**src/sv/tsa_pkg.sv**
```systemverilog
// Shared types, codes, constants and helpers of the task slot token arbiter.
package tsa_pkg;

	// Default sizes
	localparam int KINDS_DEF = 4;
	localparam int DEPTH_DEF = 16;

	// Grants per arbitrate item and the result buffer that holds them
	localparam int GRANT_CAP = 16;
	localparam int RBW       = $clog2(GRANT_CAP);
	localparam int GCW       = $clog2(GRANT_CAP + 1);

	// Ordering key: {arrival, user, sequence, round, kind, id}
	localparam int TU_W  = 64;
	localparam int ORD_W = 42;
	localparam int KEY_W = TU_W + ORD_W + 16;

	// APB register map
	localparam int ADDR_W = 5;
	localparam logic [2:0] REG_SLOT  = 3'd0;
	localparam logic [2:0] REG_QLIM  = 3'd1;
	localparam logic [2:0] REG_WGT   = 3'd2;
	localparam logic [2:0] REG_POOL  = 3'd3;
	localparam logic [2:0] REG_RLIM  = 3'd4;
	localparam logic [2:0] REG_AGING = 3'd5;

	// Register reset values
	localparam logic [31:0] SLOT_RST  = 32'h0101_0101;
	localparam logic [15:0] QLIM_RST  = 16'h4444;
	localparam logic [31:0] WGT_RST   = 32'h0101_0101;
	localparam logic [15:0] POOL_RST  = 16'd256;
	localparam logic [4:0]  RLIM_RST  = 5'd16;
	localparam logic [31:0] AGING_RST = 32'd0;

	// Item function codes
	localparam logic [1:0] FN_ENQ  = 2'd0;
	localparam logic [1:0] FN_ARB  = 2'd1;
	localparam logic [1:0] FN_MARK = 2'd2;
	localparam logic [1:0] FN_REL  = 2'd3;

	// Result status codes
	localparam logic [1:0] RS_OK   = 2'd0;
	localparam logic [1:0] RS_FULL = 2'd1;
	localparam logic [1:0] RS_BAD  = 2'd2;

	typedef enum logic [1:0] {
		ST_WAIT, ST_QUEUED, ST_RESERVED, ST_RUNNING
	} ent_state_t;

	typedef enum logic [4:0] {
		OP_NONE, OP_LOAD, OP_SCAN_FIND, OP_ENQ_DEC, OP_ADMIT_CLR, OP_SCAN_WAIT,
		OP_ADMIT_DO, OP_MARK, OP_RELEASE, OP_RESV_CHECK, OP_HEAD_CLR, OP_SCAN_HEAD,
		OP_AGE_STEP, OP_AGE_DEC, OP_RR_STEP, OP_RR_DEC, OP_GRANT
	} dp_op_t;

	typedef struct packed {
		dp_op_t op;
	} dp_cmd_t;

	typedef struct packed {
		logic [1:0] func;
		logic       enq_ok;
		logic       admit_room;
		logic       admit_found;
		logic       rel_ok;
		logic       resv_active;
		logic       resv_go;
		logic       aging_on;
		logic       age_grant;
		logic       age_block;
		logic       rr_win;
		logic       full;
		logic       last;
	} dp_flags_t;

	typedef struct packed {
		logic [31:0] slot_counts;
		logic [15:0] queue_limits;
		logic [31:0] weight_set;
		logic [15:0] token_pool;
		logic [4:0]  registry_limit;
		logic [31:0] aging_threshold;
		logic        slot_load;
		logic        pool_load;
		logic [31:0] wdata;
	} cfg_t;

	// 8-bit field of kind k; kinds past four read zero
	function automatic logic [7:0] field8(input logic [31:0] r, input int k);
		logic [7:0] v;
		v = '0;
		if (k < 4) v = r[8*k +: 8];
		return v;
	endfunction

	// 4-bit queue limit of kind k; kinds past four read zero
	function automatic logic [3:0] field4(input logic [15:0] r, input int k);
		logic [3:0] v;
		v = '0;
		if (k < 4) v = r[4*k +: 4];
		return v;
	endfunction

endpackage

```
**src/sv/tsa_cfg.sv**
```systemverilog
// APB configuration registers of the task slot token arbiter.
module tsa_cfg import tsa_pkg::*; (
	input  logic              clk,
	input  logic              arst_n,
	input  logic              psel,
	input  logic              penable,
	input  logic              pwrite,
	input  logic [ADDR_W-1:0] paddr,
	input  logic [31:0]       pwdata,
	output logic [31:0]       prdata,
	output logic              pready,
	output cfg_t              cfg
);

	logic [31:0] slot_q;
	logic [15:0] qlim_q;
	logic [31:0] wgt_q;
	logic [15:0] pool_q;
	logic [4:0]  rlim_q;
	logic [31:0] aging_q;
	logic        wr;
	logic [2:0]  ridx;

	assign pready = 1'b1;
	assign wr     = psel & penable & pwrite;
	assign ridx   = paddr[ADDR_W-1:2];

	// Write registers
	always_ff @(posedge clk or negedge arst_n) begin
		if (!arst_n) begin
			slot_q  <= SLOT_RST;
			qlim_q  <= QLIM_RST;
			wgt_q   <= WGT_RST;
			pool_q  <= POOL_RST;
			rlim_q  <= RLIM_RST;
			aging_q <= AGING_RST;
		end else if (wr) begin
			case (ridx)
				REG_SLOT:  slot_q  <= pwdata;
				REG_QLIM:  qlim_q  <= pwdata[15:0];
				REG_WGT:   wgt_q   <= pwdata;
				REG_POOL:  pool_q  <= pwdata[15:0];
				REG_RLIM:  rlim_q  <= pwdata[4:0];
				REG_AGING: aging_q <= pwdata;
				default: ;
			endcase
		end
	end

	// Read back
	always_comb begin
		case (ridx)
			REG_SLOT:  prdata = slot_q;
			REG_QLIM:  prdata = {16'd0, qlim_q};
			REG_WGT:   prdata = wgt_q;
			REG_POOL:  prdata = {16'd0, pool_q};
			REG_RLIM:  prdata = {27'd0, rlim_q};
			REG_AGING: prdata = aging_q;
			default:   prdata = '0;
		endcase
	end

	// Reload strobes act at the write edge itself
	always_comb begin
		cfg.slot_counts     = slot_q;
		cfg.queue_limits    = qlim_q;
		cfg.weight_set      = wgt_q;
		cfg.token_pool      = pool_q;
		cfg.registry_limit  = rlim_q;
		cfg.aging_threshold = aging_q;
		cfg.slot_load       = wr && (ridx == REG_SLOT);
		cfg.pool_load       = wr && (ridx == REG_POOL);
		cfg.wdata           = pwdata;
	end

endmodule

```
**config.mk**
```make
export PLATFORM = sky130hd
export DESIGN_NAME = tsa_cfg
export DESIGN_NICKNAME = d
export VERILOG_FILES = /design/src/sv/tsa_pkg.sv /design/src/sv/tsa_cfg.sv
export SDC_FILE = /design/constraint.sdc
export NUM_CORES = 1
export LEC_CHECK = 0
export BUFFER_PORTS_ARGS = -buffer_cell sky130_fd_sc_hd__buf_2
export CORE_ASPECT_RATIO = 0.8
export CORE_UTILIZATION = 43
export DETAILED_ROUTE_END_ITERATION = 10
export PLACE_DENSITY = 0.74
export SETUP_SLACK_MARGIN = 0.02
export SLEW_MARGIN = 20
export SYNTH_ARGS = -nofsm -noshare
export SYNTH_HDL_FRONTEND = slang
export SYNTH_SLANG_ARGS = --single-unit
```
**constraint.sdc**
```tcl
create_clock -name clk -period 1.25 [get_ports clk]
set_input_delay 0.1875 -clock clk [delete_from_list [all_inputs] [get_ports clk]]
set_output_delay 0.1875 -clock clk [all_outputs]
set_load 0.01 [all_outputs]
```
## Word level (Yosys, flattened, before mapping)

Cells that the tools add are included.

| storage, ports and cells | value |
|---|---|
| flip-flop bits (word level) | 133 |
| output and inout bits | 200 |
| input port bits | 42 |

| cells by class | value |
|---|---|
| reductions and logical operators | 9 |
| eq/ne operators | 5 |
| bitwise logic cells | 2 |
| multiplexer cells | 1 |

Operators with widths:

| operator | number |
|---|---|
| 32-bit case mux with 6 select lines | 1 |
| 2-bit AND reduction | 6 |
| 3-bit by 2-bit equality test with 1-bit output (second input constant) | 2 |
| 3-bit equality test (second input constant) | 2 |
| 3-bit by 1-bit equality test with 1-bit output (second input constant) | 1 |
| 3-bit zero test | 1 |
| 1-bit bitwise AND | 2 |
| 1-bit logical AND | 2 |

## Logic depth before layout (Yosys ltp)

| depth | value |
|---|---|
| depth in word-level cells | 3 |
| depth in mapped cells | 6 |
| depth with buffers taken out | 3 |

## Least setup slack after synthesis

Ideal clock, no wire load.

| timing | value |
|---|---|
| kind | input port to flip-flop |
| start point | input port paddr[2] |
| end point | register slot_q[10] |
| data required time | 1.123 ns |
| arrival time | 1.318 ns |
| path buffers | 3 |
| cell stages on the path | 6 |
| setup slack | -0.196 ns |
| cell sequence | buf_6 -> or2_1 -> buf_6 -> nor2_8 -> buf_8 -> mux2_1 |

| between the ends | value |
|---|---|
| word-level cells in the longest chain between the ends | 2 |

Ends and longest elaborated chain:

| what | line | source |
|---|---|---|
| start: declaration | tsa_cfg.sv:8 | `input logic [ADDR_W-1:0] paddr,` |
| 3-bit zero test | tsa_cfg.sv:38 | `case (ridx)` |
| 2-bit AND reduction (no source line) | - |  |
| end signal: assignment | tsa_cfg.sv:39 | `REG_SLOT: slot_q <= pwdata;` |
| end: declaration | tsa_cfg.sv:15 | `logic [31:0] slot_q;` |

Every way passes these cells.
A chain may end at the register's enable or synchronous reset.

## Worst setup path after layout

| timing | value |
|---|---|
| start point | register wgt_q[4] |
| end point | output port prdata[4] |

| between the ends | value |
|---|---|
| word-level cells in the longest chain between the ends | 1 |

Ends and longest elaborated chain:

| what | line | source |
|---|---|---|
| start: declaration | tsa_cfg.sv:17 | `logic [31:0] wgt_q;` |
| start signal: assignment | tsa_cfg.sv:41 | `REG_WGT: wgt_q <= pwdata;` |
| 32-bit case mux with 6 select lines | tsa_cfg.sv:52 | `case (ridx)` |
| end: declaration | tsa_cfg.sv:10 | `output logic [31:0] prdata,` |

Every way passes these cells.

==> summary.txt <==
Post-synth ARST share: 1.00
total gr overflow: 0
Clock Sinks: 133
CTS tree: built
pre-CTS setup slack: -266 ps
Yosys cell types: 35
CP endpoint kind: output pin
Initial Utilization: 0.446
delay of the slowest cell on the worst path: 400 ps
CTS clk-pin slew, worst paths: 60 ps
commonest non-fill, non-tap cell in the layout: buf_2
Die Wd: 139 um
Avg Cell Area, Syn: 14.0 um^2
RSZ-0062 raised after global routing: yes
Tmin final: 1760 ps
crit path DAT: 1570 ps
drt drc: 15
io pins: 242
Util after Layout: 0.722
placer's final routability congestion estimate: 0.787
Pre-Repair DR Iteration Count: 9
initial DRC count: 271
CTS Root Buffer Type: clkbuf_16
Crit-path slowest cell: dfrtp_1
per-cell routed wire length: 20.7 um
DP HPWL: 12,600 um
Crit path required time: 1060 ps
CTS Buffer Depth: 2
status: finished, violations left
leak pwr: 0.00527 uW
fin cells: 990
placed inst area: 0.00834 mm^2
Rows: 39
ys flop type: dfrtp_1
Buffers & Inverters on Critical Path: 1
Placed Cells: 872
Max Fclk: 567 MHz
most frequent cells in the layout: 161 x buf_2, 141 x buf_6, 119 x dfrtp_1, 63 x mux2_4, 55 x mux2_2
crit-path cells: mux2_4, a221oi_4, a31oi_2, buf_2
failing checks: DRC, setup timing
Max VDD drop: 1.09 mV
# port buffers: 238
crit start category: flip-flop
CORE AREA: 0.0144 mm^2
Max FO, Critical Path: 2
vias: 5,195
crit path setup slack, layout: -512 ps
post-synthesis register bit count: 133
H-tree Lvls: 4
total routed wirelength: 20,500 um
max-slew violations: 0
Final period util: 1.41
largest net degree at the start of global routing: 47
initial antenna violation count: 0
setup_tns: -9330 ps
Post-synth EDFFs: 0
ANT nets after route: 0
nets: 835
delay-heaviest family, CP: flip-flops
Seq/Total Area, Yosys: 0.520
share of cells above drive strength 1: 0.715
design area: 0.0104 mm^2
Clock Skew: 0 ps
final hold vios: 0
Post-Syn Nets: 502
total track usage: 0.258
Synth Instances: 460
die height: 111 um
synth warn: 0
PwrDens: 1570 mW/mm^2
Hold Crit Class: in2reg
total CTS buffers: 17
worst setup path class: reg2out
area of the mapped netlist: 0.00644 mm^2
clk_lat worst skew: 420 ps
Max-Cap Viols: 0
Setup Viol. Count Final: 59
vias in the first global route: 5,274
Vias/cell: 5.25
area delta synth->final: 61.9%
first-pass GRT wire length: 30,300 um
Die Area: 0.0155 mm^2
Inserted Diodes: 0
-- flip-flops by register name, indices dropped and copies added (netlist names) --
signal and count:
rlim_q 5, aging_q 32, qlim_q 16, slot_q 32
wgt_q 32, pool_q 16
-- layout make-up --
cell class,instances,area (um^2)
Multi-Input combinational cell,264,3060
Inverter,1,3.75
Sequential cell,133,3350
Tap cell,184,230
Clock buffer,21,480
Clock inverter,11,101
Fill cell,913,4020
Timing Repair Buffer,376,3200
-- path summary, 6_finish.rpt --
kind | slack [ps] | endpoint | from | cells past startpoint
setup reg to reg | 100 | wgt_q[4] | wgt_q[4] | 4
min in group asynchronous | 190 | pool_q[10] | arst_n | 2
max in group asynchronous | 460 | wgt_q[24] | arst_n | 3
hold reg to reg | 520 | slot_q[9] | slot_q[9] | 1
hold / removal | 40 | slot_q[21] | pwdata[21] | 2
setup / recovery | -510 | prdata[4] | wgt_q[4] | 4
-- kinds of logic after synthesis --
group	count (synthesis)	share of synthesized area
simple gates	32	0.0346
other cells	1	0.000583
flops	133	0.520
mux	183	0.312
buf+inv	63	0.0733
compound gates	48	0.0601
-- where the power goes --
group	total [uW]	internal (uW)	switching [uW]
Combinational	5530	3330	2200
Sequential	5960	5220	735
Clock	4880	2940	1940
Total	16400	11500	4870
-- through the flow --
step	hold slack, ps	total power (uW)
4_1_cts	13.4	15800
2_1_floorplan	-108	7990
5_1_grt	34.9	17000
3_5_place_dp	66.7	9730
6_report	36.4	16400
3_3_place_gp	64.8	9570
-- timing repair --
action | 4_1_cts | 5_1_grt
cloned | 2 | 0
endpoints found under the hold margin | 122 | 0
setup endpoints to repair | 55 | 117
hold buffers | 1 | 0
pin swaps | 43 | 8
gates resized for setup | 110 | 79
buffers inserted | 62 | 42
-- routing by layer --
metal  track usage  vias to the layer above  part of all wire
met5             0                        -                 0
met4         0.101                        0             0.021
met3        0.0615                       37             0.052
met2         0.424                      206              0.51
met1         0.332                     2636              0.42
li1              -                     2316                 -
-- Yosys cell counts (3+ instances only) --
master / count / area, um^2
nor2_4: 3 / 33.8
buf_8: 3 / 45.0
buf_2: 8 / 40.0
o2bb2ai_1: 26 / 228
a21o_1: 11 / 82.6
dfrtp_1: 119 / 2980
nand2_1: 7 / 26.3
mux2_2: 108 / 1220
mux2_1: 32 / 360
clkbuf_1: 4 / 15.0
dfstp_2: 14 / 368
mux2i_1: 43 / 430
buf_4: 39 / 293
nor3_1: 11 / 55.1
buf_6: 6 / 67.6
Note: power is estimated with default switching activity, not from simulation.
