**config.mk**
```make
export PLATFORM = sky130hd
export DESIGN_NAME = tsa_ctrl
export DESIGN_NICKNAME = d
export VERILOG_FILES = /design/src/sv/tsa_pkg.sv /design/src/sv/tsa_ctrl.sv
export SDC_FILE = /design/constraint.sdc
export NUM_CORES = 1
export LEC_CHECK = 0
export BUFFER_PORTS_ARGS = -buffer_cell sky130_fd_sc_hd__buf_2
export CAP_MARGIN = 20
export CELL_PAD_IN_SITES_DETAIL_PLACEMENT = 2
export CELL_PAD_IN_SITES_GLOBAL_PLACEMENT = 2
export CORE_AREA = 4 4 72 74
export DETAILED_ROUTE_END_ITERATION = 10
export DIE_AREA = 0 0 76 78
export PLACE_DENSITY = 0.78
export SKIP_LAST_GASP = 1
export SLEW_MARGIN = 25
export SYNTH_ARGS = -nofsm -noshare
export SYNTH_HDL_FRONTEND = slang
export SYNTH_SLANG_ARGS = --single-unit
```
**constraint.sdc**
```tcl
create_clock -name clk -period 2.4 [get_ports clk]
set_clock_uncertainty 0.1 [all_clocks]
set_input_delay 0.12 -clock clk [delete_from_list [all_inputs] [get_ports clk]]
set_output_delay 0.12 -clock clk [all_outputs]
set_load 0.1 [all_outputs]
```
**src/sv/tsa_pkg.sv**
```systemverilog
// Shared types, codes, constants and helpers of the task slot token arbiter.
package tsa_pkg;

	// Default sizes
	localparam int KINDS_DEF = 4;
	localparam int DEPTH_DEF = 16;

	// Grants per arbitrate item and the result buffer that holds them
	localparam int GRANT_CAP = 16;
	localparam int RBW       = $clog2(GRANT_CAP);
	localparam int GCW       = $clog2(GRANT_CAP + 1);

	// Ordering key: {arrival, user, sequence, round, kind, id}
	localparam int TU_W  = 64;
	localparam int ORD_W = 42;
	localparam int KEY_W = TU_W + ORD_W + 16;

	// APB register map
	localparam int ADDR_W = 5;
	localparam logic [2:0] REG_SLOT  = 3'd0;
	localparam logic [2:0] REG_QLIM  = 3'd1;
	localparam logic [2:0] REG_WGT   = 3'd2;
	localparam logic [2:0] REG_POOL  = 3'd3;
	localparam logic [2:0] REG_RLIM  = 3'd4;
	localparam logic [2:0] REG_AGING = 3'd5;

	// Register reset values
	localparam logic [31:0] SLOT_RST  = 32'h0101_0101;
	localparam logic [15:0] QLIM_RST  = 16'h4444;
	localparam logic [31:0] WGT_RST   = 32'h0101_0101;
	localparam logic [15:0] POOL_RST  = 16'd256;
	localparam logic [4:0]  RLIM_RST  = 5'd16;
	localparam logic [31:0] AGING_RST = 32'd0;

	// Item function codes
	localparam logic [1:0] FN_ENQ  = 2'd0;
	localparam logic [1:0] FN_ARB  = 2'd1;
	localparam logic [1:0] FN_MARK = 2'd2;
	localparam logic [1:0] FN_REL  = 2'd3;

	// Result status codes
	localparam logic [1:0] RS_OK   = 2'd0;
	localparam logic [1:0] RS_FULL = 2'd1;
	localparam logic [1:0] RS_BAD  = 2'd2;

	typedef enum logic [1:0] {
		ST_WAIT, ST_QUEUED, ST_RESERVED, ST_RUNNING
	} ent_state_t;

	typedef enum logic [4:0] {
		OP_NONE, OP_LOAD, OP_SCAN_FIND, OP_ENQ_DEC, OP_ADMIT_CLR, OP_SCAN_WAIT,
		OP_ADMIT_DO, OP_MARK, OP_RELEASE, OP_RESV_CHECK, OP_HEAD_CLR, OP_SCAN_HEAD,
		OP_AGE_STEP, OP_AGE_DEC, OP_RR_STEP, OP_RR_DEC, OP_GRANT
	} dp_op_t;

	typedef struct packed {
		dp_op_t op;
	} dp_cmd_t;

	typedef struct packed {
		logic [1:0] func;
		logic       enq_ok;
		logic       admit_room;
		logic       admit_found;
		logic       rel_ok;
		logic       resv_active;
		logic       resv_go;
		logic       aging_on;
		logic       age_grant;
		logic       age_block;
		logic       rr_win;
		logic       full;
		logic       last;
	} dp_flags_t;

	typedef struct packed {
		logic [31:0] slot_counts;
		logic [15:0] queue_limits;
		logic [31:0] weight_set;
		logic [15:0] token_pool;
		logic [4:0]  registry_limit;
		logic [31:0] aging_threshold;
		logic        slot_load;
		logic        pool_load;
		logic [31:0] wdata;
	} cfg_t;

	// 8-bit field of kind k; kinds past four read zero
	function automatic logic [7:0] field8(input logic [31:0] r, input int k);
		logic [7:0] v;
		v = '0;
		if (k < 4) v = r[8*k +: 8];
		return v;
	endfunction

	// 4-bit queue limit of kind k; kinds past four read zero
	function automatic logic [3:0] field4(input logic [15:0] r, input int k);
		logic [3:0] v;
		v = '0;
		if (k < 4) v = r[4*k +: 4];
		return v;
	endfunction

endpackage

```
**src/sv/tsa_ctrl.sv**
```systemverilog
// Controller: sequences registry scans, admission, arbitration and result delivery.
module tsa_ctrl import tsa_pkg::*; #(
	parameter int KINDS          = KINDS_DEF,
	parameter int REGISTRY_DEPTH = DEPTH_DEF
) (
	input  logic                              clk,
	input  logic                              arst_n,
	input  logic                              in_valid,
	output logic                              in_ready,
	output logic                              out_valid,
	input  logic                              out_ready,
	input  dp_flags_t                         flags,
	output dp_cmd_t                           cmd,
	output logic [$clog2(REGISTRY_DEPTH)-1:0] scan_idx,
	output logic [$clog2(KINDS)-1:0]          kind_idx,
	output logic [RBW-1:0]                    res_idx
);

	localparam int IW = $clog2(REGISTRY_DEPTH);
	localparam int KW = $clog2(KINDS);
	localparam logic [IW-1:0] ILAST = IW'(REGISTRY_DEPTH - 1);
	localparam logic [KW-1:0] KLAST = KW'(KINDS - 1);

	typedef enum logic [4:0] {
		S_IDLE, S_FIND, S_ENQ, S_ACHK, S_WSCAN, S_ADO, S_MARK, S_REL, S_RESV,
		S_GRANT, S_HCLR, S_HSCAN, S_AGE, S_ADEC, S_RR, S_RDEC, S_EMIT
	} state_t;

	state_t        state_q;
	logic [IW-1:0] idx_q;
	logic [KW-1:0] kidx_q;
	logic [RBW-1:0] ridx_q;

	assign scan_idx  = idx_q;
	assign kind_idx  = kidx_q;
	assign res_idx   = ridx_q;
	assign in_ready  = state_q == S_IDLE;
	assign out_valid = state_q == S_EMIT;

	// Command for the datapath
	always_comb begin
		case (state_q)
			S_IDLE:  cmd.op = in_valid ? OP_LOAD : OP_NONE;
			S_FIND:  cmd.op = OP_SCAN_FIND;
			S_ENQ:   cmd.op = OP_ENQ_DEC;
			S_ACHK:  cmd.op = OP_ADMIT_CLR;
			S_WSCAN: cmd.op = OP_SCAN_WAIT;
			S_ADO:   cmd.op = OP_ADMIT_DO;
			S_MARK:  cmd.op = OP_MARK;
			S_REL:   cmd.op = OP_RELEASE;
			S_RESV:  cmd.op = OP_RESV_CHECK;
			S_GRANT: cmd.op = OP_GRANT;
			S_HCLR:  cmd.op = OP_HEAD_CLR;
			S_HSCAN: cmd.op = OP_SCAN_HEAD;
			S_AGE:   cmd.op = OP_AGE_STEP;
			S_ADEC:  cmd.op = OP_AGE_DEC;
			S_RR:    cmd.op = OP_RR_STEP;
			S_RDEC:  cmd.op = OP_RR_DEC;
			default: cmd.op = OP_NONE;
		endcase
	end

	// Sequence state and counters
	always_ff @(posedge clk or negedge arst_n) begin
		if (!arst_n) begin
			state_q <= S_IDLE;
			idx_q   <= '0;
			kidx_q  <= '0;
			ridx_q  <= '0;
		end else begin
			case (state_q)
				S_IDLE: begin
					idx_q  <= '0;
					ridx_q <= '0;
					if (in_valid) state_q <= S_FIND;
				end
				S_FIND: begin
					idx_q <= idx_q + IW'(1);
					if (idx_q == ILAST) begin
						idx_q <= '0;
						case (flags.func)
							FN_ENQ:  state_q <= S_ENQ;
							FN_MARK: state_q <= S_MARK;
							FN_REL:  state_q <= S_REL;
							default: state_q <= flags.resv_active ? S_RESV : S_HCLR;
						endcase
					end
				end
				S_ENQ:  state_q <= flags.enq_ok ? S_ACHK : S_EMIT;
				S_ACHK: begin
					idx_q   <= '0;
					state_q <= flags.admit_room ? S_WSCAN : S_EMIT;
				end
				S_WSCAN: begin
					idx_q <= idx_q + IW'(1);
					if (idx_q == ILAST) begin
						idx_q   <= '0;
						state_q <= S_ADO;
					end
				end
				// Release keeps admitting while the queue has room
				S_ADO: state_q <= (flags.admit_found && (flags.func == FN_REL)) ? S_ACHK : S_EMIT;
				S_MARK: state_q <= S_EMIT;
				S_REL:  state_q <= flags.rel_ok ? S_ACHK : S_EMIT;
				S_RESV: state_q <= flags.resv_go ? S_GRANT : S_EMIT;
				S_GRANT: state_q <= S_HCLR;
				S_HCLR: begin
					idx_q   <= '0;
					state_q <= flags.full ? S_EMIT : S_HSCAN;
				end
				S_HSCAN: begin
					idx_q <= idx_q + IW'(1);
					if (idx_q == ILAST) begin
						idx_q   <= '0;
						kidx_q  <= '0;
						state_q <= flags.aging_on ? S_AGE : S_RR;
					end
				end
				S_AGE: begin
					kidx_q <= kidx_q + KW'(1);
					if (kidx_q == KLAST) begin
						kidx_q  <= '0;
						state_q <= S_ADEC;
					end
				end
				S_ADEC: begin
					kidx_q <= '0;
					if (flags.age_grant) state_q <= S_GRANT;
					else if (flags.age_block) state_q <= S_EMIT;
					else state_q <= S_RR;
				end
				S_RR: begin
					kidx_q <= kidx_q + KW'(1);
					if (kidx_q == KLAST) begin
						kidx_q  <= '0;
						state_q <= S_RDEC;
					end
				end
				S_RDEC: state_q <= flags.rr_win ? S_GRANT : S_EMIT;
				S_EMIT: begin
					if (out_ready) begin
						if (flags.last) state_q <= S_IDLE;
						else ridx_q <= ridx_q + RBW'(1);
					end
				end
				default: state_q <= S_IDLE;
			endcase
		end
	end

endmodule

```
; ---- Word-level counts from Yosys, hierarchy flattened
; Cells that the tools add are included.
[word_totals]
reg_bits = 15
latch_bits = 0
ram_bits = 0
romBits = 0
out_inout_bits = 17
wordCells = 79
memories = 0
[op_classes]
n_addsub = 3
n_mul = 0
div = 0
order_cmp = 0
eq_ne = 29
shifts = 0
n_mux = 31
n_bitwise = 0
n_reduce_logical = 12
[ops]
columns = cell, n
row1 = 5-bit two-way mux, 17
row2 = 5-bit one-hot mux with 17 select lines, 1
row3 = 5-bit one-hot mux with 16 select lines, 1
row4 = 5-bit by 4-bit == test with 1-bit output (second input constant), 8
row5 = 5-bit by 3-bit == test with 1-bit output (second input constant), 4
row6 = 4-bit one-hot mux with 2 select lines, 2
row7 = 2-bit != test (second input constant), 7
row8 = 4-bit two-way mux, 3
row9 = 4-bit one-hot mux with 3 select lines, 1
row10 = 5-bit by 2-bit == test with 1-bit output (second input constant), 2
row11 = 4-bit by 1-bit adder with 4-bit output (second input constant), 2
row12 = 2-bit two-way mux, 4
row13 = 8-bit AND reduction, 1
row14 = 2-bit == test (second input constant), 3
row15 = 2-bit one-hot mux with 3 select lines, 1
row16 = 3-bit OR reduction, 2
row17 = 5-bit by 1-bit == test with 1-bit output (second input constant), 1
row18 = 5-bit == test (second input constant), 1
row19 = 5-bit zero test, 1
row20 = 4-bit == test (second input constant), 1
row21 = 2-bit by 1-bit != test with 1-bit output (second input constant), 2
row22 = 2-bit nonzero test, 2
row23 = 3-bit AND reduction, 1
row24 = 3-bit nonzero test, 1
row25 = other kinds (6), 6

; ---- Logic depth before layout (Yosys ltp)
; Gate-level depths: netlist (run 1).
[logic_depth]
depth_word = 4
depth_mapped = 7

; ---- Worst setup path before layout (run 1)
; No wires, ideal clock.
[synth_timing]
kind = register -> output
start = register state_q[1]
end = output port cmd[0] (netlist bit)
arrival_time_ps = 3230
required_time_ps = 2180
path_slack_ps = -1050
stages_incl_launch_ff = 5
n_path_buf = 2
path_cell_list = dfrtp_1 buf_2 buf_2 o22ai_1 a211oi_1
[synth_rtl]
columns = element, line
row1 = from (decl), tsa_ctrl.sv:29  ; state_t state_q;
row2 = from (signal assigned), tsa_ctrl.sv:85  ; default: state_q <= flags.resv_active ? S_RESV : S_HCLR;
row3 = from (signal assigned), tsa_ctrl.sv:89  ; S_ENQ: state_q <= flags.enq_ok ? S_ACHK : S_EMIT;
row4 = from (signal assigned), tsa_ctrl.sv:92  ; state_q <= flags.admit_room ? S_WSCAN : S_EMIT;
row5 = to (decl), tsa_ctrl.sv:13  ; output dp_cmd_t cmd,

; ---- Worst setup path in the final report (run 1)
[layout_timing]
start = register state_q[0]
end = output port in_ready
[layout_via]
elab_chain_cells = 1
[layout_rtl]
columns = element, line
row1 = 5-bit zero test, tsa_ctrl.sv:37  ; assign in_ready = state_q == S_IDLE;
row2 = to (decl), tsa_ctrl.sv:9  ; output logic in_ready,
; No other way between the ends.

==> impl_results.md, run 1 <==
- Post-CTS setup buffers: 0
- Leak Pwr: around 0.76 nW
- Transition time at the pin with the least slew margin: slightly above 0.5 ns
- Startpoint-to-endpoint class of the critical path: reg -> out
- Category of cells accounting for the largest share of critical-path delay: simple AND/OR/NAND/NOR gates
- CTS tree: built
- Number of design rule violations left after detail routing: 0
- Clock root buffer: sky130_fd_sc_hd__clkbuf_8
- Total Die Area: 5928 sq um
- Vias: around 1,400
- Number of antenna diodes: 0
- Synthesized area: around 1300 sq um
- Ports: 35
- Number of failing setup endpoints in the final timing report: 0
- Count of cell types in the netlist: 44
- Congestion Overflow GR: 0
- Effective utilization at floorplan: approximately 28%
- Cells after synthesis: 167
- Ys Warns: 0
- Peak clock frequency supported by timing: about 0.46 GHz
- Final WL: around 4500 microns
- Critical path peak fanout: 14
- Synthesized Nets: roughly 190
- Pin count of the biggest net entering global routing: 18
- First-pass GRT wire length: 7728 microns
- Asr flop ratio synth: 100.0%
- Final net count: roughly 230
- Antenna Nets Post-Route: 0
- Total negative slack for setup checks: 0 ns
- Run status: complete, no violations
- Post-synthesis register bit count: 15
- Routed length per placed instance: around 17 microns
- Via count of the first global-routing pass: approximately 1,500
- CP Data Required Time: ~2.2 ns
- CTS sink count: 15
- Number of antenna violations at the first check in global routing: 0
- Final weighted congestion of routability-driven global placement: 0.7510
- Startpoint Class: flip-flop
- CP Buf/Inv Count: 1
- Max Cap Violations: 0
- Synth Area per Inst: 7.687 sq um
- Worst supply voltage drop on vdd: about 0.72 mV
- Proportion of layout cells with a drive suffix above 1: between 20% and 30%
- CTS clk-pin slew, worst paths: 0.07 ns
- Area of the core: approximately 4600 sq um
- Power density over the cells: approximately 1600 nW/um^2
- H-tree depth: 1
- Maximum clock insertion buffer count: 2
- 1st-pass router iterations: 4
- Hold buffer count at CTS: 1
- Number of buffers inserted during clock tree synthesis: 3
- Part of the Yosys area used for sequential elements: between 20 and 30%
- Number of resized instances in the post-cts repair step: 0
- Floorplan die width: 76 microns
- Number of max-slew violations in the final report: 0
- Shortest period the worst path allows: 2.177 ns
- Detailed router's first-iteration violation count: 49
- Post-placement setup slack: 0.3740 ns
- Worst EP arrival: around 2.0 ns
- Critical path's slowest cell: sky130_fd_sc_hd__or4_4
- Unrepaired setup endpoints after global routing: false
- Clock latency reported for the late side of the worst-skew pair: roughly 0.25 ns
- Final hold violation count: 0
- Smallest setup slack after layout: between 0.2 and 0.25 ns
- CP Cell Sequence: or4_4, nor2_2, buf_2
- Part of the cycle the worst path needs: 90.72%
- Layout Area Growth over Synthesis: 27.00%
- Placement row count: 25
- Die Y: between 70 and 80 microns
- CP max stage delay: 0.64 ns
- Slew HR: 65.74%
- Min-Delay Path Class: in -> reg
- Number of port buffers: 34
- Capturing element type of the critical path: primary output
- Number of synthesized flops with an enable pin: 0
- Fin Hold WS: 0.09874 ns
- Dpl hpwl: 3594 microns
- Flip-flop cell with the highest count after synthesis: sky130_fd_sc_hd__dfrtp_1
- Total global routing track utilization: ~16%
- Share of the core filled with cells in the final layout: between 30 and 40%
- Number of vias per cell after detailed routing: 5.374
==> layout by cell type (no fill, tap or decap), types with 2 or more instances in the layout <==
| cell type | Yosys | routed |
|---|---|---|
| sky130_fd_sc_hd__and2_1 | 3 | 3 |
| sky130_fd_sc_hd__nor3_1 | 7 | 6 |
| sky130_fd_sc_hd__nor2_1 | 19 | 15 |
| sky130_fd_sc_hd__nand4_1 | 2 | 2 |
| sky130_fd_sc_hd__inv_1 | 6 | 6 |
| sky130_fd_sc_hd__xnor2_1 | 2 | 2 |
| sky130_fd_sc_hd__a211oi_2 | 1 | 2 |
| sky130_fd_sc_hd__nor2_2 | 0 | 4 |
| sky130_fd_sc_hd__ha_1 | 3 | 3 |
| sky130_fd_sc_hd__mux2i_1 | 5 | 5 |
| sky130_fd_sc_hd__or3_1 | 2 | 2 |
| sky130_fd_sc_hd__nand2_1 | 23 | 23 |
| sky130_fd_sc_hd__buf_4 | 0 | 5 |
| sky130_fd_sc_hd__buf_2 | 8 | 33 |
| sky130_fd_sc_hd__o21ai_1 | 10 | 10 |
| sky130_fd_sc_hd__a31oi_1 | 3 | 3 |
| sky130_fd_sc_hd__a21oi_1 | 8 | 7 |
| sky130_fd_sc_hd__buf_12 | 0 | 2 |
| sky130_fd_sc_hd__nor2b_1 | 3 | 3 |
| sky130_fd_sc_hd__o21ai_0 | 8 | 8 |
| sky130_fd_sc_hd__a21o_1 | 2 | 2 |
| sky130_fd_sc_hd__nand3_1 | 3 | 3 |
| sky130_fd_sc_hd__dfrtp_1 | 15 | 15 |
| sky130_fd_sc_hd__a311oi_1 | 2 | 2 |
| sky130_fd_sc_hd__and3_1 | 3 | 3 |
| sky130_fd_sc_hd__clkbuf_8 | 0 | 3 |
| sky130_fd_sc_hd__nand2b_1 | 7 | 7 |
==> cells in the mapped netlist, types with 5 or more instances <==
master	number	area, sq um
sky130_fd_sc_hd__nand2b_1	7	43.79
sky130_fd_sc_hd__o21ai_0	8	40.04
sky130_fd_sc_hd__o21ai_1	10	50.05
sky130_fd_sc_hd__nor3_1	7	35.03
sky130_fd_sc_hd__buf_2	8	40.04
sky130_fd_sc_hd__inv_1	6	22.52
sky130_fd_sc_hd__dfrtp_1	15	375.4
sky130_fd_sc_hd__mux2i_1	5	50.05
sky130_fd_sc_hd__nor2_1	19	71.32
sky130_fd_sc_hd__nand2_1	23	86.33
sky130_fd_sc_hd__a21oi_1	8	40.04
==> area by class of cell <==
| cell class | instances | area, sq um |
|---|---|---|
| sequential | 15 | 375.4 |
| timing repair buffer | 41 | 252.7 |
| multi-input combinational | 137 | 865.8 |
| tap | 54 | 67.56 |
| clock buffer | 3 | 41.29 |
| clock inverter | 1 | 5.005 |
| inverter | 6 | 22.52 |
| fill | 541 | 2968 |
==> where the power goes <==
part | switching (mW) | internal [mW] | leakage, nW | total, mW
logic | 1.40 | 0.524 | 0.531 | 1.93
registers | 0.144 | 0.327 | 0.201 | 0.471
clock network | 0.0970 | 0.115 | 0.0255 | 0.212
total | 1.64 | 0.966 | 0.758 | 2.61
==> metal layers <==
| layer | track usage [%] | up-vias | part of all wire (%) |
|---|---|---|---|
| li1 | - | 673 | - |
| met1 | 19.87 | 681 | 44 |
| met2 | 28.34 | 20 | 51 |
| met3 | 2.900 | 7 | 3.0 |
| met4 | 3.915 | 0 | 1.4 |
| met5 | 0 | - | 0 |
==> kinds of logic (layout without fill, tap and decap cells) <==
group / after synthesis / in the layout / synth area share, %
AOI/OAI and AO/OA: 50 / 50 / 27.49
xor gates and xnor gates: 3 / 3 / 2.632
adders and majority gates: 3 / 3 / 2.924
buffers and inverters: 15 / 51 / 5.165
DFF: 15 / 15 / 29.24
muxes: 5 / 5 / 3.899
and+or+nand+nor: 76 / 76 / 28.65
==> per-stage QoR <==
step           total power [mW]  instance area, sq um  instances
6_report                  2.609                  1630        257
5_1_grt                   2.804                  1630        257
4_1_cts                   2.637                  1630        257
3_5_place_dp              2.416                  1574        252
3_3_place_gp              2.369                  1574        252
2_1_floorplan             1.998                  1308        167
==> worst paths after layout <==
path,depth (start not counted),slack [ns],startpoint,endpoint
max,3,0.22,state_q[0],in_ready
min,3,0.1,flags[6],state_q[4]
max reg2reg,6,0.36,state_q[2],scan_idx[3]
min reg2reg,1,0.41,kind_idx[0],kind_idx[0]
max in group asynchronous,2,1.72,arst_n,state_q[1]
min in group asynchronous,2,0.21,arst_n,state_q[0]
==> state kept, by name, summed over array words and instances (netlist names) <==
signal    flops
scan_idx      4
state_q       5
res_idx       4
kind_idx      2
==> worst register-to-register path: cells and delay by family (launching register included) <==
family                 cells  cell delay, ns
buffers and inverters      1            0.23
AND/OR/NAND/NOR            3            0.89
AO/OA/AOI/OAI              2            0.26
flip-flops                 1            0.47
No activity file was read; power rests on OpenSTA's default activity.
==> inputs of run 2 (changes only) <==
- GPL_TIMING_DRIVEN: not set -> 0
- REMOVE_ABC_BUFFERS: not set -> 1
- SKIP_CTS_REPAIR_TIMING: not set -> 1
==> run 2 against run 1 <==
Against the previous run:
- sequential share of layout area rose by 1.6 points
- final area down 5.4%
- global-route usage shrank 1.3 points
- setup slack lost 0.11 ns
- first-iteration DRC count grew 49%
- clock-buffer cell count is 1 higher
- utilization shrank 1.9 points
- die area did not move
- wire length is 3.2% lower
- hold slack better by 0.0013 ns
- critical path type unchanged
- critical endpoint is now out_valid
- largest cell class unchanged
==> impl_results.md, run 2 (synthesized netlist as in run 1, its figures left out) <==
- Final weighted congestion of routability-driven global placement: 0.7393 (was 0.7510)
- Register ranked first by flip-flop count: state_q (unchanged)
- Number of design rule violations left after detail routing: 0 (unchanged)
- CP max stage delay: 0.66 ns (was 0.64 ns)
- Peak clock frequency supported by timing: 0.4368 GHz (was 0.4593 GHz)
- Total negative slack for setup checks: 0 ns (unchanged)
- Area of the core: 4598 sq um (unchanged)
- Number of vias per cell after detailed routing: 5.474 (was 5.374)
- Maximum clock insertion buffer count: 2 (unchanged)
- Commonest cells after routing, fill and taps aside: 32 x sky130_fd_sc_hd__buf_2, 23 x sky130_fd_sc_hd__nand2_1, 19 x sky130_fd_sc_hd__nor2_1 (was 33 x sky130_fd_sc_hd__buf_2, 23 x sky130_fd_sc_hd__nand2_1, 15 x sky130_fd_sc_hd__nor2_1, 15 x sky130_fd_sc_hd__dfrtp_1, 10 x sky130_fd_sc_hd__o21ai_1)
- First-pass GRT wire length: 7155 microns (was 7728 microns)
- Routed length per placed instance: 17.27 microns (was 17.43 microns)
- Final hold violation count: 0 (unchanged)
- Run status: complete, no violations (unchanged)
- Area used by sequential logic in the layout: 379.1 sq um (was 375.4 sq um)
- Number of buffers inserted during clock tree synthesis: 3 (unchanged)
- Shortest period the worst path allows: 2.290 ns (was 2.177 ns)
- Dpl cell area: 1478 sq um (was 1574 sq um)
- Ports: 35 (unchanged)
- Total Die Area: 5928 sq um (unchanged)
- Unrepaired setup endpoints after global routing: true (was false)
- Total global routing track utilization: 14.70% (was 16.01%)
- Die Y: 78 microns (unchanged)
- Placement row count: 25 (unchanged)
- Fin Hold WS: 0.1000 ns (was 0.09874 ns)
- Min-Delay Path Class: in -> reg (unchanged)
- Dpl hpwl: 3243 microns (was 3594 microns)
- Detailed router's first-iteration violation count: 73 (was 49)
- Number of failing setup endpoints in the final timing report: 0 (unchanged)
- CTS sink count: 15 (unchanged)
- Transition time at the pin with the least slew margin: 0.6404 ns (was 0.5139 ns)
- Worst EP arrival: 2.07 ns (was 1.96 ns)
- 1st-pass router iterations: 4 (unchanged)
- Max Cap Violations: 0 (unchanged)
- CTS clk-pin slew, worst paths: 0.07 ns (about the same)
- Count of filler cells inserted in the layout: 549 (was 541)
- Effective utilization at floorplan: 27.92% (unchanged)
- Vias: 1,374 (was 1,381)
- Number of antenna diodes: 0 (unchanged)
- Final WL: 4334 microns (was 4479 microns)
- CP Data Required Time: 2.18 ns (about the same)
- Part of the cycle the worst path needs: 95.40% (was 90.72%)
- Multi-input gate area: 842.1 sq um (was 865.8 sq um)
- Worst R2R Setup Slack: 0.24 ns (was 0.36 ns)
- Smallest setup slack after layout: 0.1104 ns (was 0.2228 ns)
- Number of antenna violations at the first check in global routing: 0 (unchanged)
- Proportion of layout cells with a drive suffix above 1: 24.37% (was 29.06%)
- Area of all placed cells without fillers: 1541 sq um (was 1630 sq um)
- Critical path's slowest cell: sky130_fd_sc_hd__or4_4 (unchanged)
- Pin count of the biggest net entering global routing: 25 (was 18)
- Congestion Overflow GR: 0 (unchanged)
- Via count of the first global-routing pass: 1,445 (was 1,482)
- Number of max-slew violations in the final report: 0 (unchanged)
- Layout Area Growth over Synthesis: 20.08% (was 27.00%)
- Final net count: 219 (was 225)
- Commonest non-fill, non-tap cell in the layout: sky130_fd_sc_hd__buf_2 (unchanged)
- Number of port buffers: 34 (unchanged)
- Critical path peak fanout: 23 (was 14)
- Floorplan die width: 76 microns (unchanged)
- Flip-flop count of the largest register, all copies and words added: 5 (unchanged)
- Post-placement setup slack: 0.07530 ns (was 0.3740 ns)
- Capturing element type of the critical path: primary output (unchanged)
- Startpoint-to-endpoint class of the critical path: reg -> out (unchanged)
- Antenna Nets Post-Route: 0 (unchanged)
- CP Cell Sequence: or4_4, nor2_1, clkbuf_4 (was or4_4, nor2_2, buf_2)
- Clock latency reported for the late side of the worst-skew pair: 0.25 ns (about the same)
- Clock root buffer: sky130_fd_sc_hd__clkbuf_8 (unchanged)
- Startpoint Class: flip-flop (unchanged)
- CTS tree: built (unchanged)
- H-tree depth: 1 (unchanged)
- Slew HR: 57.31% (was 65.74%)
run 2: changes by cell type in the layout (fill, tap and decap cells not counted), moves of 2 or more:
cell                       change
sky130_fd_sc_hd__buf_12        -2
sky130_fd_sc_hd__buf_4         -5
sky130_fd_sc_hd__nor2_2        -4
sky130_fd_sc_hd__nor2_1        +4
sky130_fd_sc_hd__dfrtp_2       +3
sky130_fd_sc_hd__dfrtp_1       -3
sky130_fd_sc_hd__clkbuf_4      +2
run 2: metrics by stage:
stage	utilization [%]	std cells
floorplan	-	158
global placement	32.14	246
detailed placement	32.14	246
CTS	33.12	250
global route	33.52	251
finish	33.52	251
run 2: cell type report:
class | count | area share (%)
Clock buffer | 4 | 2.922
Inverter | 6 | 1.461
Multi-Input combinational cell | 137 | 54.63
Sequential cell | 15 | 24.59
Tap cell | 54 | 4.383
Timing Repair Buffer | 35 | 12.01
run 2: worst paths after layout:
kind                            depth (start not counted)        start          end
min in group asynchronous                               2       arst_n   res_idx[0]
max in group asynchronous                               2       arst_n   state_q[1]
worst min register to register                          1  kind_idx[0]  kind_idx[0]
worst max register to register                          5   state_q[3]   state_q[0]
worst min-delay path                                    3     flags[3]   state_q[4]
worst max-delay path                                    3   state_q[3]    out_valid
run 2: critical path, delay by kind of cell (launching register included):
| kind | cells | cell delay [ns] |
|---|---|---|
| AND/OR/NAND/NOR | 2 | 0.86 |
| flip-flops | 1 | 0.58 |
| buffers and inverters | 1 | 0.37 |
run 2: layer usage:
layer	global-route usage (%)	part of all wire [%]
met5	0	0
met1	19.03	48
met4	3.737	1.0
met2	25.00	48
met3	2.668	3.0
Power of run 2 is left out: the tool's default activity adds up to more than one toggle a clock period on the data nets, which glitch-free logic cannot reach.
==> inputs of run 3 (changes only) <==
- ABC_AREA: not set -> 1
- CORE_AREA: 4 4 72 74 -> 4 4 77 79
- DIE_AREA: 0 0 76 78 -> 0 0 81 83
- PLACE_DENSITY: 0.78 -> 0.79
==> run 3 against run 2 <==
Against the previous run:
- sequential share of layout area shrank 3.1 points
- utilization down 0.75 points
- die area is 13% higher
- maximum frequency up 2.1%
- cell count up 37%
- setup slack improved by 0.048 ns
- critical endpoint is now cmd[3]
==> impl_results.md, run 3 <==
- Part of the cycle the worst path needs: 93.40% (was 95.40%)
- Area of all placed cells without fillers: 1749 sq um (was 1541 sq um)
- Dpl hpwl: 4184 microns (was 3243 microns)
- Commonest cells after routing, fill and taps aside: 69 x sky130_fd_sc_hd__nand2_1, 35 x sky130_fd_sc_hd__inv_1, 32 x sky130_fd_sc_hd__buf_2 (was 32 x sky130_fd_sc_hd__buf_2, 23 x sky130_fd_sc_hd__nand2_1, 19 x sky130_fd_sc_hd__nor2_1)
- Clock root buffer: sky130_fd_sc_hd__clkbuf_8 (unchanged)
- Layout Area Growth over Synthesis: 25.38% (was 20.08%)
- Startpoint-to-endpoint class of the critical path: reg -> out (unchanged)
- Top cell types by occurrence after synthesis: 69 x sky130_fd_sc_hd__nand2_1, 35 x sky130_fd_sc_hd__inv_1, 26 x sky130_fd_sc_hd__nand3_1, 26 x sky130_fd_sc_hd__nor2_1, 15 x sky130_fd_sc_hd__dfrtp_1 (was 23 x sky130_fd_sc_hd__nand2_1, 19 x sky130_fd_sc_hd__nor2_1, 15 x sky130_fd_sc_hd__dfrtp_1, 10 x sky130_fd_sc_hd__o21ai_1)
- Worst supply voltage drop on vdd: between 0.8 and 0.9 mV
- Count of cell types in the netlist: 28 (was 44)
- Worst r2r dst: state_q[0] (unchanged)
- Most frequent cell after synthesis: sky130_fd_sc_hd__nand2_1 (unchanged)
- Register ranked first by flip-flop count: state_q (unchanged)
- Area of the core: 5338 sq um (was 4598 sq um)
- Clock latency reported for the late side of the worst-skew pair: 0.25 ns (about the same)
- Worst EP arrival: 2.02 ns (was 2.07 ns)
- Cells on worst reg2reg path: 9 (was 5)
- Effective utilization at floorplan: 26.14% (was 27.92%)
- Worst R2R Setup Slack: 0.59 ns (was 0.24 ns)
- Hold Path Stages: 4 (was 3)
- Number of buffers inserted during clock tree synthesis: 3 (unchanged)
- Final net count: 293 (was 219)
- Routed length on met1: 2252 microns (was 2074 microns)
- Dpl cells: 332 (was 246)
- Cell taking the most area after synthesis: sky130_fd_sc_hd__dfrtp_1 (unchanged)
- Proportion of layout cells with a drive suffix above 1: 23.99% (was 24.37%)
- Number of synthesized flops with an enable pin: 0 (unchanged)
- Highest metal layer with signal wires: met4 (unchanged)
- Ys Warns: 0 (unchanged)
- Routed length per placed instance: 14.83 microns (was 17.27 microns)
- Total global routing track utilization: 15.69% (was 14.70%)
- Capturing element type of the critical path: primary output (unchanged)
- Power density over the cells: ~1500 nW/um^2
- Total Die Area: 6723 sq um (was 5928 sq um)
- Part of the Yosys area used for sequential elements: 26.91% (was 29.24%)
- Final WL: 5085 microns (was 4334 microns)
- Critical path peak fanout: 7 (was 23)
- Via count of the first global-routing pass: 1,749 (was 1,445)
- Total met3 wirelength after detailed routing: 165 microns (was 131 microns)
- Min-Delay Path Class: in -> reg (unchanged)
- Number of antenna violations at the first check in global routing: 0 (unchanged)
- Number of antenna diodes: 0 (unchanged)
- Total power consumption of the routed design: 2.677 mW
- Vias: 1,635 (was 1,374)
- Final hold violation count: 0 (unchanged)
- First-pass GRT wire length: 8383 microns (was 7155 microns)
- Number of failing setup endpoints in the final timing report: 0 (unchanged)
- Detailed router's first-iteration violation count: 63 (was 73)
- Unrepaired setup endpoints after global routing: false (was true)
- Largest cells by area after synthesis: sky130_fd_sc_hd__dfrtp_1 27%, sky130_fd_sc_hd__nand2_1 19%, sky130_fd_sc_hd__inv_1 9.4% (was sky130_fd_sc_hd__dfrtp_1 29%, sky130_fd_sc_hd__nand2_1 6.7%, sky130_fd_sc_hd__nor2_1 5.6%)
- Startpoint Class: flip-flop (unchanged)
- 1st-pass router iterations: 4 (unchanged)
- CP Data Required Time: 2.18 ns (about the same)
- Total negative slack for setup checks: 0 ns (unchanged)
- Final weighted congestion of routability-driven global placement: 0.8021 (was 0.7393)
- Filler-free cell count of the finished design: 343 (was 251)
- Startpoint of the most critical register-to-register path: state_q[3] (unchanged)
- Origin of the worst min-delay path: flags[0] (was flags[3])
- CTS tree: built (unchanged)
- Flip-flop cell with the highest count after synthesis: sky130_fd_sc_hd__dfrtp_1 (unchanged)
- Area share of the largest cell type after synthesis: 26.91% (was 29.24%)
- Floorplan die width: 81 microns (was 76 microns)
- Number of design rule violations left after detail routing: 0 (unchanged)
- Commonest non-fill, non-tap cell in the layout: sky130_fd_sc_hd__nand2_1 (was sky130_fd_sc_hd__buf_2)
- Asr flop ratio synth: 100.0% (unchanged)
- Number of vias per cell after detailed routing: 4.767 (was 5.474)
- Number of port buffers: 34 (unchanged)
- Synth Area per Inst: 6.092 sq um (was 7.687 sq um)
- Shortest period the worst path allows: 2.242 ns (was 2.290 ns)
- Number of max-slew violations in the final report: 0 (unchanged)
- Leak Pwr: roughly 1.0 nW
- Worst-case hold path end point: res_idx[1] (was state_q[4])
- Count of filler cells inserted in the layout: 719 (was 549)
- H-tree depth: 1 (unchanged)
- Congestion Overflow GR: 0 (unchanged)
- Maximum clock insertion buffer count: 2 (unchanged)
- CTS sink count: 15 (unchanged)
- Run status: complete, no violations (unchanged)
- Synthesized area: 1395 sq um (was 1284 sq um)
- Placement row count: 27 (was 25)
- Met2 wirelength from detailed routing: 2658 microns (was 2083 microns)
- Antenna Nets Post-Route: 0 (unchanged)
- Transition time at the pin with the least slew margin: 0.4910 ns (was 0.6404 ns)
- Pin count of the biggest net entering global routing: 16 (was 25)
- Cells after synthesis: 229 (was 167)
- Dpl cell area: 1635 sq um (was 1478 sq um)
- Flip-flop count of the largest register, all copies and words added: 5 (unchanged)
- Slew HR: 67.49% (was 57.31%)
- CTS clk-pin slew, worst paths: 0.06 ns (was 0.07 ns)
- Peak clock frequency supported by timing: 0.4461 GHz (was 0.4368 GHz)
- Max Cap Violations: 0 (unchanged)
- Ports: 35 (unchanged)
- Post-synthesis register bit count: 15 (unchanged)
- Die Y: 83 microns (was 78 microns)
==> run 3: changes by cell type in the layout (fill, tap and decap cells not counted), moves of 6 or more <==
cell / delta
sky130_fd_sc_hd__nand2_1: +46
sky130_fd_sc_hd__inv_1: +29
sky130_fd_sc_hd__nand3_1: +23
sky130_fd_sc_hd__nand2b_1: -7
sky130_fd_sc_hd__nand4_1: +7
sky130_fd_sc_hd__buf_4: +6
sky130_fd_sc_hd__nand2_2: +6
sky130_fd_sc_hd__nor2_1: +6
sky130_fd_sc_hd__nor2_4: +6
sky130_fd_sc_hd__o21ai_1: -6
==> run 3: final cells by class <==
type / count / area (sq um) / area share, %
sequential: 15 / 376.6 / 21.53
timing repair buffer: 41 / 230.2 / 13.16
tap: 72 / 90.09 / 5.150
clock buffer: 4 / 45.04 / 2.575
inverter: 37 / 138.9 / 7.940
multi-input combinational: 174 / 868.3 / 49.64
==> run 3: critical path, cell delays in order (launching register included) <==
cell and delay (ns):
sky130_fd_sc_hd__dfrtp_1 0.54, sky130_fd_sc_hd__nand2_1 0.14, sky130_fd_sc_hd__nor2_2 0.30, sky130_fd_sc_hd__nand2_1 0.11, sky130_fd_sc_hd__nand2_1 0.12, sky130_fd_sc_hd__nor2_1 0.08, sky130_fd_sc_hd__nand2_1 0.06, sky130_fd_sc_hd__buf_2 0.41
==> run 3: kinds of logic (layout without fill, tap and decap cells) <==
group	Yosys count	in the layout	synth area share, %
flip-flops	15	15	26.91
buffers and inverters	40	82	11.39
AND/OR/NAND/NOR	151	151	50.58
XOR/XNOR	1	1	0.6279
adder cells (fa/ha/maj)	3	3	2.691
AO/OA/AOI/OAI	19	19	7.804
==> run 3: how the worst max path moves through the flow <==
stage	from	endpoint	slack, ns	cells after the start
final	state_q[0]	cmd[3]	0.16	7
after global routing	state_q[0]	cmd[0]	0.0008	8
after CTS	state_q[2]	cmd[0]	-0.43	8
after detailed placement	state_q[2]	cmd[0]	-0.14	8
after global placement	state_q[2]	cmd[0]	-0.13	8
after floorplan	state_q[2]	cmd[0]	-1.36	7
==> run 3: power by group <==
group | switching (mW) | internal (mW)
clock network | 0.0923 | 0.118
logic | 1.54 | 0.455
registers | 0.138 | 0.332
==> run 3: metrics by stage <==
stage	setup WS (ns)	util [%]	hold slack, ns
floorplan	-1.358	-	-0.2756
global placement	-0.1253	30.64	-0.04931
detailed placement	-0.1416	30.64	-0.03663
CTS	-0.4337	31.48	-0.3146
global route	0.0007789	32.77	0.1465
finish	0.1583	32.77	0.1089
==> run 3: per-layer routing <==
layer / vias up / GRT usage, %
li1: 811 / -
met1: 798 / 20.93
met2: 24 / 27.11
met3: 2 / 2.711
met4: 0 / 1.382
met5: - / 0
